--- config.mk ---
export PLATFORM = sky130hd
export DESIGN_NAME = tvm_div
export DESIGN_NICKNAME = d
export VERILOG_FILES = /design/src/rtl/tvm_pkg.sv /design/src/rtl/tvm_div.sv
export SDC_FILE = /design/constraint.sdc
export NUM_CORES = 1
export LEC_CHECK = 0
export ABC_AREA = 1
export BUFFER_PORTS_ARGS = -buffer_cell sky130_fd_sc_hd__buf_2
export CORE_ASPECT_RATIO = 0.6
export CORE_UTILIZATION = 62
export CTS_BUF_LIST = sky130_fd_sc_hd__clkbuf_4
export DETAILED_ROUTE_END_ITERATION = 10
export PLACE_DENSITY = 0.84
export SYNTH_ARGS = -nofsm -noshare
export SYNTH_HDL_FRONTEND = slang
export SYNTH_SLANG_ARGS = --single-unit
--- constraint.sdc ---
create_clock -name clk -period 3.2 [get_ports clk]
set_clock_uncertainty 0.05 [all_clocks]
set_input_delay 0.64 -clock clk [delete_from_list [all_inputs] [get_ports clk]]
set_output_delay 0.64 -clock clk [all_outputs]
set_load 0.05 [all_outputs]
--- src/rtl/tvm_pkg.sv ---
// Shared types, codes and sizes of the toy VM execute block.
// Used by tvm_div and toy_vm_instruction_execute; depends on nothing.
`timescale 1ns / 1ps

package tvm_pkg;

  localparam int REG_COUNT   = 16;
  localparam int MEM_WORDS   = 1024;
  localparam int LABEL_SLOTS = 64;

  localparam int WORD_W = 32;
  localparam int PC_W   = 16;
  localparam int LBL_W  = 16;

  localparam int REG_AW = (REG_COUNT > 1) ? $clog2(REG_COUNT) : 1;
  localparam int MEM_AW = (MEM_WORDS > 1) ? $clog2(MEM_WORDS) : 1;
  localparam int LBL_AW = (LABEL_SLOTS > 1) ? $clog2(LABEL_SLOTS) : 1;
  localparam int LCNT_W = $clog2(LABEL_SLOTS + 1);
  localparam int CLR_N  = (REG_COUNT > MEM_WORDS) ? REG_COUNT : MEM_WORDS;
  localparam int CLR_W  = (CLR_N > 1) ? $clog2(CLR_N) : 1;
  localparam int DIV_CW = $clog2(WORD_W) + 1;

  typedef enum logic [3:0] {
    OP_HALT = 4'd0,  OP_MOV = 4'd1,  OP_ADD = 4'd2,  OP_SUB = 4'd3,
    OP_MUL  = 4'd4,  OP_DIV = 4'd5,  OP_CMP = 4'd6,  OP_JMP = 4'd7,
    OP_JZ   = 4'd8,  OP_JNZ = 4'd9,  OP_JG  = 4'd10, OP_JL  = 4'd11,
    OP_JGE  = 4'd12, OP_JLE = 4'd13, OP_LEA = 4'd14, OP_DEFL = 4'd15
  } op_t;

  typedef enum logic [1:0] {
    K_REG = 2'd0, K_IMM = 2'd1, K_MEM = 2'd2, K_LBL = 2'd3
  } kind_t;

  typedef enum logic [2:0] {
    E_NONE = 3'd0, E_DIV0 = 3'd1, E_LABEL = 3'd2,
    E_DEST = 3'd3, E_LEA = 3'd4, E_INDEX = 3'd5
  } err_t;

  localparam logic [1:0] FLAG_NONE = 2'd0;
  localparam logic [1:0] FLAG_EQ   = 2'd1;
  localparam logic [1:0] FLAG_GT   = 2'd2;
  localparam logic [1:0] FLAG_LT   = 2'd3;

  typedef struct packed {
    err_t              err;
    logic [WORD_W-1:0] val;
  } opnd_t;

  typedef struct packed {
    logic start;
    logic done;
  } div_ctl_t;

endpackage

--- src/rtl/tvm_div.sv ---
// Iterative signed 32-bit divider, one quotient bit per cycle, truncating.
// Depends on tvm_pkg.
`timescale 1ns / 1ps

module tvm_div (
  input  logic                          clk,
  input  logic                          rst_n,
  input  logic                          start,
  input  logic [tvm_pkg::WORD_W-1:0]    a,
  input  logic [tvm_pkg::WORD_W-1:0]    b,
  output logic                          done,
  output logic [tvm_pkg::WORD_W-1:0]    q
);
  import tvm_pkg::*;

  logic              busy_r, done_r, neg_r;
  logic [DIV_CW-1:0] cnt_r;
  logic [WORD_W-1:0] rem_r, quo_r, den_r;
  logic [WORD_W:0]   rem_sh, diff;

  assign rem_sh = {rem_r, quo_r[WORD_W-1]};
  assign diff   = rem_sh - {1'b0, den_r};

  always_ff @(posedge clk) begin
    if (!rst_n) begin
      busy_r <= 1'b0;
      done_r <= 1'b0;
      cnt_r  <= '0;
    end else if (start) begin
      busy_r <= 1'b1;
      done_r <= 1'b0;
      cnt_r  <= DIV_CW'(WORD_W);
    end else if (busy_r) begin
      cnt_r <= cnt_r - 1'b1;
      if (cnt_r == DIV_CW'(1)) begin
        busy_r <= 1'b0;
        done_r <= 1'b1;
      end
    end
  end

  always_ff @(posedge clk) begin
    if (start) begin
      neg_r <= a[WORD_W-1] ^ b[WORD_W-1];
      quo_r <= a[WORD_W-1] ? (~a + 1'b1) : a;
      den_r <= b[WORD_W-1] ? (~b + 1'b1) : b;
      rem_r <= '0;
    end else if (busy_r) begin
      // keep the shifted remainder when the trial subtraction goes negative
      if (!diff[WORD_W]) begin
        rem_r <= diff[WORD_W-1:0];
        quo_r <= {quo_r[WORD_W-2:0], 1'b1};
      end else begin
        rem_r <= rem_sh[WORD_W-1:0];
        quo_r <= {quo_r[WORD_W-2:0], 1'b0};
      end
    end
  end

  assign done = done_r;
  assign q    = neg_r ? (~quo_r + 1'b1) : quo_r;

endmodule

# [Word-level counts from Yosys, hierarchy flattened]
# Cells that the tools add are included.
[word_totals] regBits=105 inputBits=67
[classes] n_addsub=5 eq_ne=1 muxes=12 bitwise_logic=5 n_reduce_logical=3
[op_table] operator="$mux 32" count=5
[op_table] operator="$add 32x1->32 const B" count=3
[op_table] operator="$not 32->32" count=3
[op_table] operator="$sub 33x32->33" count=1
[op_table] operator="$mux 31" count=1
[op_table] operator="$mux 6" count=2
[op_table] operator="$eq 6x1->1 const B" count=1
[op_table] operator="$sub 6x1->6 const B" count=1
[op_table] operator="$mux 1" count=4
[op_table] operator="$reduce_and 2->1" count=1
[op_table] operator="$reduce_bool 2->1" count=1
[op_table] operator="$reduce_or 2->1" count=1
[op_table] operator="$not 1->1" count=1
[op_table] operator="$xor 1x1->1" count=1

# [Longest topological paths before layout]
[logic_depth] ltp_word=4 ltp_mapped=18 mapped_depth_nobuf=17

# [Worst setup path after synthesis]
# Ideal clock, no wire load.
[synth_path] path_type="register to output" start="reg quo_r[0]" end="out q[28] (netlist name)" arrival_ns=2.356 setup_slack_ns=0.154 path_stages_with_launch=11 n_path_buf=0 cell_sequence="edfxtp_1 inv_1 ha_1 nand3_1 nor2_1 nand2_1 nor2_1 nand3b_1 o21ai_0 o21ai_0 xor2_1"
[synth_between] elab_chain_len=3
[synth_rtl] item="start, declared" line="tvm_div.sv:18" text="logic [WORD_W-1:0] rem_r, quo_r, den_r;"
[synth_rtl] item="start signal, assigned" line="tvm_div.sv:45" text="quo_r <= a[WORD_W-1] ? (~a + 1'b1) : a;"
[synth_rtl] item="start signal, assigned" line="tvm_div.sv:52" text="quo_r <= {quo_r[WORD_W-2:0], 1'b1};"
[synth_rtl] item="start signal, assigned" line="tvm_div.sv:55" text="quo_r <= {quo_r[WORD_W-2:0], 1'b0};"
[synth_rtl] item="$not 32->32" line="tvm_div.sv:61" text="assign q = neg_r ? (~quo_r + 1'b1) : quo_r;"
[synth_rtl] item="$add 32x1->32" line="tvm_div.sv:61"
[synth_rtl] item="$mux 32" line="tvm_div.sv:61"
[synth_rtl] item="end, declared" line="tvm_div.sv:12" text="output logic [tvm_pkg::WORD_W-1:0] q"
# No other way between the ends.

# [Worst setup path in the final report]
[layout_path] start="reg quo_r[0]" end="out q[26] (netlist name)"
# Same word-level chain as after synthesis.

==> summary.md <==
| Metric | Value |
|---|---|
| H-tree depth | `3` |
| Final hold vios | `0` |
| Crit-path slowest cell | `edfxtp_1` |
| Post-synthesis xor/xnor area fraction | `between 8 and 9%` |
| Hold Path Class | `input pin to flip-flop` |
| CTS sink count | `between 100 and 150` |
| Clk slew on worst S/H paths | `about 180 ps` |
| CP cell instances | `inv_2 -> ha_4 -> nand3_4 -> nor2_4 -> nand2_2 -> nor2_4 -> nand3b_1 -> buf_6 -> nor2_4 -> a21oi_2 -> xor2_1 -> buf_4` |
| Ys Warns | `0` |
| Mean Syn Cell Area | `between 6 and 7 sq um` |
| HPWL Detailed | `slightly below 20 mm` |
| Count leader, synth | `nand2_1` |
| CP max stage delay | `about 480 ps` |
| Mapped Area | `a little over 9000 sq um` |
| Dpl cells | `approximately 1700` |
| Core Area | `roughly 15000 sq um` |
| Cells after synthesis | `roughly 1500` |
| Primary FF master, synth | `edfxtp_1` |
| Final worst path period share | `102%` |
| Clock root buffer | `clkbuf_4` |
| Met3 wire len | `3.20 mm` |
| DRC errors left | `0` |
| IO Pins | `100` |
| Design Power | `3.79 mW` |
| Status | `finished with violations` |
| RSZ-0062 raised after global routing | `yes` |
| Slew Viols, Final | `0` |
| DR top layer | `met4` |
| Maxcap violations | `0` |
| Slew HR | `59.3%` |
| Detailed Routing Iterations Pass 1 | `9` |
| Fin Setup TNS | `-114 ps` |
| Initial antenna violation count | `0` |
| Most frequent CP cell | `nor2_4` |
| Compound-Gate Fraction of Synth Area | `6.11%` |
| Post-synthesis simple-gate area fraction | `a little over a third` |
| Failing checks | `setup timing` |
| Arrival time at the worst endpoint | `~2600 ps` |
| Hold Crit Start | `b[0]` |
| Static Leakage | `~5.5 nW` |
| Via count | `a little over 9000` |
| Maximum fanout along the worst path | `3` |
| Main combinational cell family by area after synthesis | `simple AND/OR/NAND/NOR gates` |
| #FFs+latches synth | `about 110` |
| Via/cell ratio | `about 5.3` |
| Synth Area in Adders | `roughly 5.2%` |
| Sequential cell area fraction in the yosys report | `about 30%` |
| CTS Buf Count | `9` |
| CTS tree | `yes` |
| Antenna viol nets, final | `0` |
| Critical R2R Capture | `rem_r[8]` |
| Reg2reg setup slack | `390 ps` |
| Die H | `96.8 um` |
| Initial DRC count | `~980` |
| First-pass GRT wire length | `between 40 and 50 mm` |
| Worst Hold End | `den_r[0]` |
| Tightest Pin Transition | `roughly 610 ps` |
| Main area contributors after synthesis | `edfxtp_1 21%, nand2_1 20%, inv_1 12%, dfxtp_1 8.6%, xor2_1 5.6%` |
| Hold path depth | `1` |
| Nets | `1679` |
| N_diodes | `0` |
| CP Class | `flip-flop to primary output` |
| Reg2reg start | `quo_r[31]` |
| Site Rows | `34` |
| Die Area | `15500 sq um` |
| Crit path from | `quo_r[0]` |
| Initial Util | `between 60% and 70%` |
| Final min period | `around 3300 ps` |
| GR Overflow Total | `0` |
| Total track usage | `between 30% and 40%` |
| Max VDD drop | `0.287 mV` |
| Post-CTS Hold Fix Bufs | `0` |
| Setup ws final | `-68.5 ps` |
| Startpoint Class | `flip-flop` |
| CTS Buffer Depth | `2` |
| Synthesized net count | `between 1500 and 2000` |
| Final setup vio count | `3` |
| Detailed Route WL | `about 25 mm` |
| Max Freq | `306 MHz` |
| WL/cell | `roughly 14 um` |
| Count of cell types in the netlist | `47` |
| Fraction of registers with async set/reset | `0%` |
| Leading area contributor after synthesis | `edfxtp_1` |
| Share of cells above drive strength 1 | `about 13%` |
| Largest net degree at the start of global routing | `45` |
| Clk_lat worst skew | `between 400 and 500 ps` |
| DR WL met2 | `9.42 mm` |
| CP required | `roughly 2500 ps` |
| Commonest cells in the netlist | `485 x nand2_1, 293 x inv_1, 130 x nor2_1` |
| Post-synthesis mux area share | `0%` |
| Post-synth top area share | `21.0%` |
| Post-synth EDFFs | `65` |
| Metal-1 WL | `about 12 mm` |
| R2R cell count | `17` |
| Gp weighted congestion | `around 0.98` |
| Vias in the first global route | `approximately 8500` |
| Width of the die | `approximately 160 um` |
| Critical path endpoint category | `primary output` |
| Port Buf Inserts | `99` |
| Final cell count without fillers | `1777` |
| Post-Place Setup Slack | `between 100 and 150 ps` |
| Pwr Density | `364 nW/um^2` |
| Area Growth Syn to Fin | `12.0%` |
-- registers in the layout (all words and copies together), names as in the netlist --
name and cells:
cnt_r 6, neg_r 1, done 1, busy_r 1
den_r 32, quo_r 32, rem_r 32
-- cells in the final DEF, fill, tap and decap left out, types with 4 or more instances in the layout --
cell type	Yosys	layout
a21oi_1	29	28
nor2_2	5	8
or2_2	9	9
nand3_1	94	91
nand2_2	16	18
inv_2	2	4
clkbuf_4	0	13
nand2_1	485	483
edfxtp_1	65	65
buf_4	2	32
ha_1	37	36
inv_1	293	291
nand2_4	4	4
nor2_1	130	123
xnor2_1	32	32
o21ai_1	2	4
buf_2	2	85
a31oi_1	4	4
nor3_1	26	23
nand4_1	20	20
o21ai_0	59	56
nor2_4	0	4
and2_1	4	4
xor2_1	59	59
dfxtp_1	40	40
-- per-layer routing --
metal	vias up	track usage, %
met5	-	0
met4	0	4.18
met3	25	8.62
met2	470	45.4
met1	4131	51.9
li1	4710	-
-- layout make-up --
cell class	count	area [sq um]
Fill cell	1235	4160
Timing Repair Buffer	123	727
Clock inverter	7	111
Multi-Input combinational cell	1039	5380
Inverter	296	1110
Sequential cell	105	2750
Tap cell	198	248
Clock buffer	9	67.6
-- through the flow --
step           area [sq um]  util [%]  hold WS, ps
2_1_floorplan          9280         -          399
4_1_cts               10300      70.7          300
3_3_place_gp           9950      68.4          413
6_report              10400      71.4          309
5_1_grt               10400      71.4          289
3_5_place_dp           9950      68.4          414
-- worst max-delay path, delay by kind of cell, from the launching register on --
kind	cells	cell delay, ps
xor+xnor	1	220
buf+inv	3	520
compound gates	1	70
fa+ha+maj	1	140
simple gates	6	660
flops	1	480
-- power breakdown --
| group | total, mW | internal (mW) | switching (mW) |
|---|---|---|---|
| sequential | 1.64 | 1.56 | 0.0749 |
| combinational | 1.31 | 0.387 | 0.919 |
| clock | 0.844 | 0.333 | 0.510 |
-- kinds of logic (layout without fill, tap and decap cells) --
| kind of cell | Yosys count | after routing |
|---|---|---|
| buffers and inverters | 325 | 435 |
| flip-flops | 105 | 105 |
| adder cells (fa/ha/maj) | 38 | 38 |
| AND/OR/NAND/NOR | 804 | 804 |
| XOR/XNOR | 91 | 91 |
| AO/OA/AOI/OAI | 106 | 106 |
-- timing repair --
action	CTS	global route
buffers inserted	7	7
pin swaps	11	10
gates resized for setup	33	15
setup endpoints to repair	16	16
-- worst max-delay path by stage --
stage / slack (ps) / to / cells after the start
after detailed placement: 120 / q[26] / 12
after global routing: -200 / q[28] / 12
after CTS: -30 / q[26] / 12
after floorplan: 150 / q[28] / 10
final: -70 / q[26] / 12
after global placement: 200 / q[26] / 12
Power figures use the tool's default switching activity.
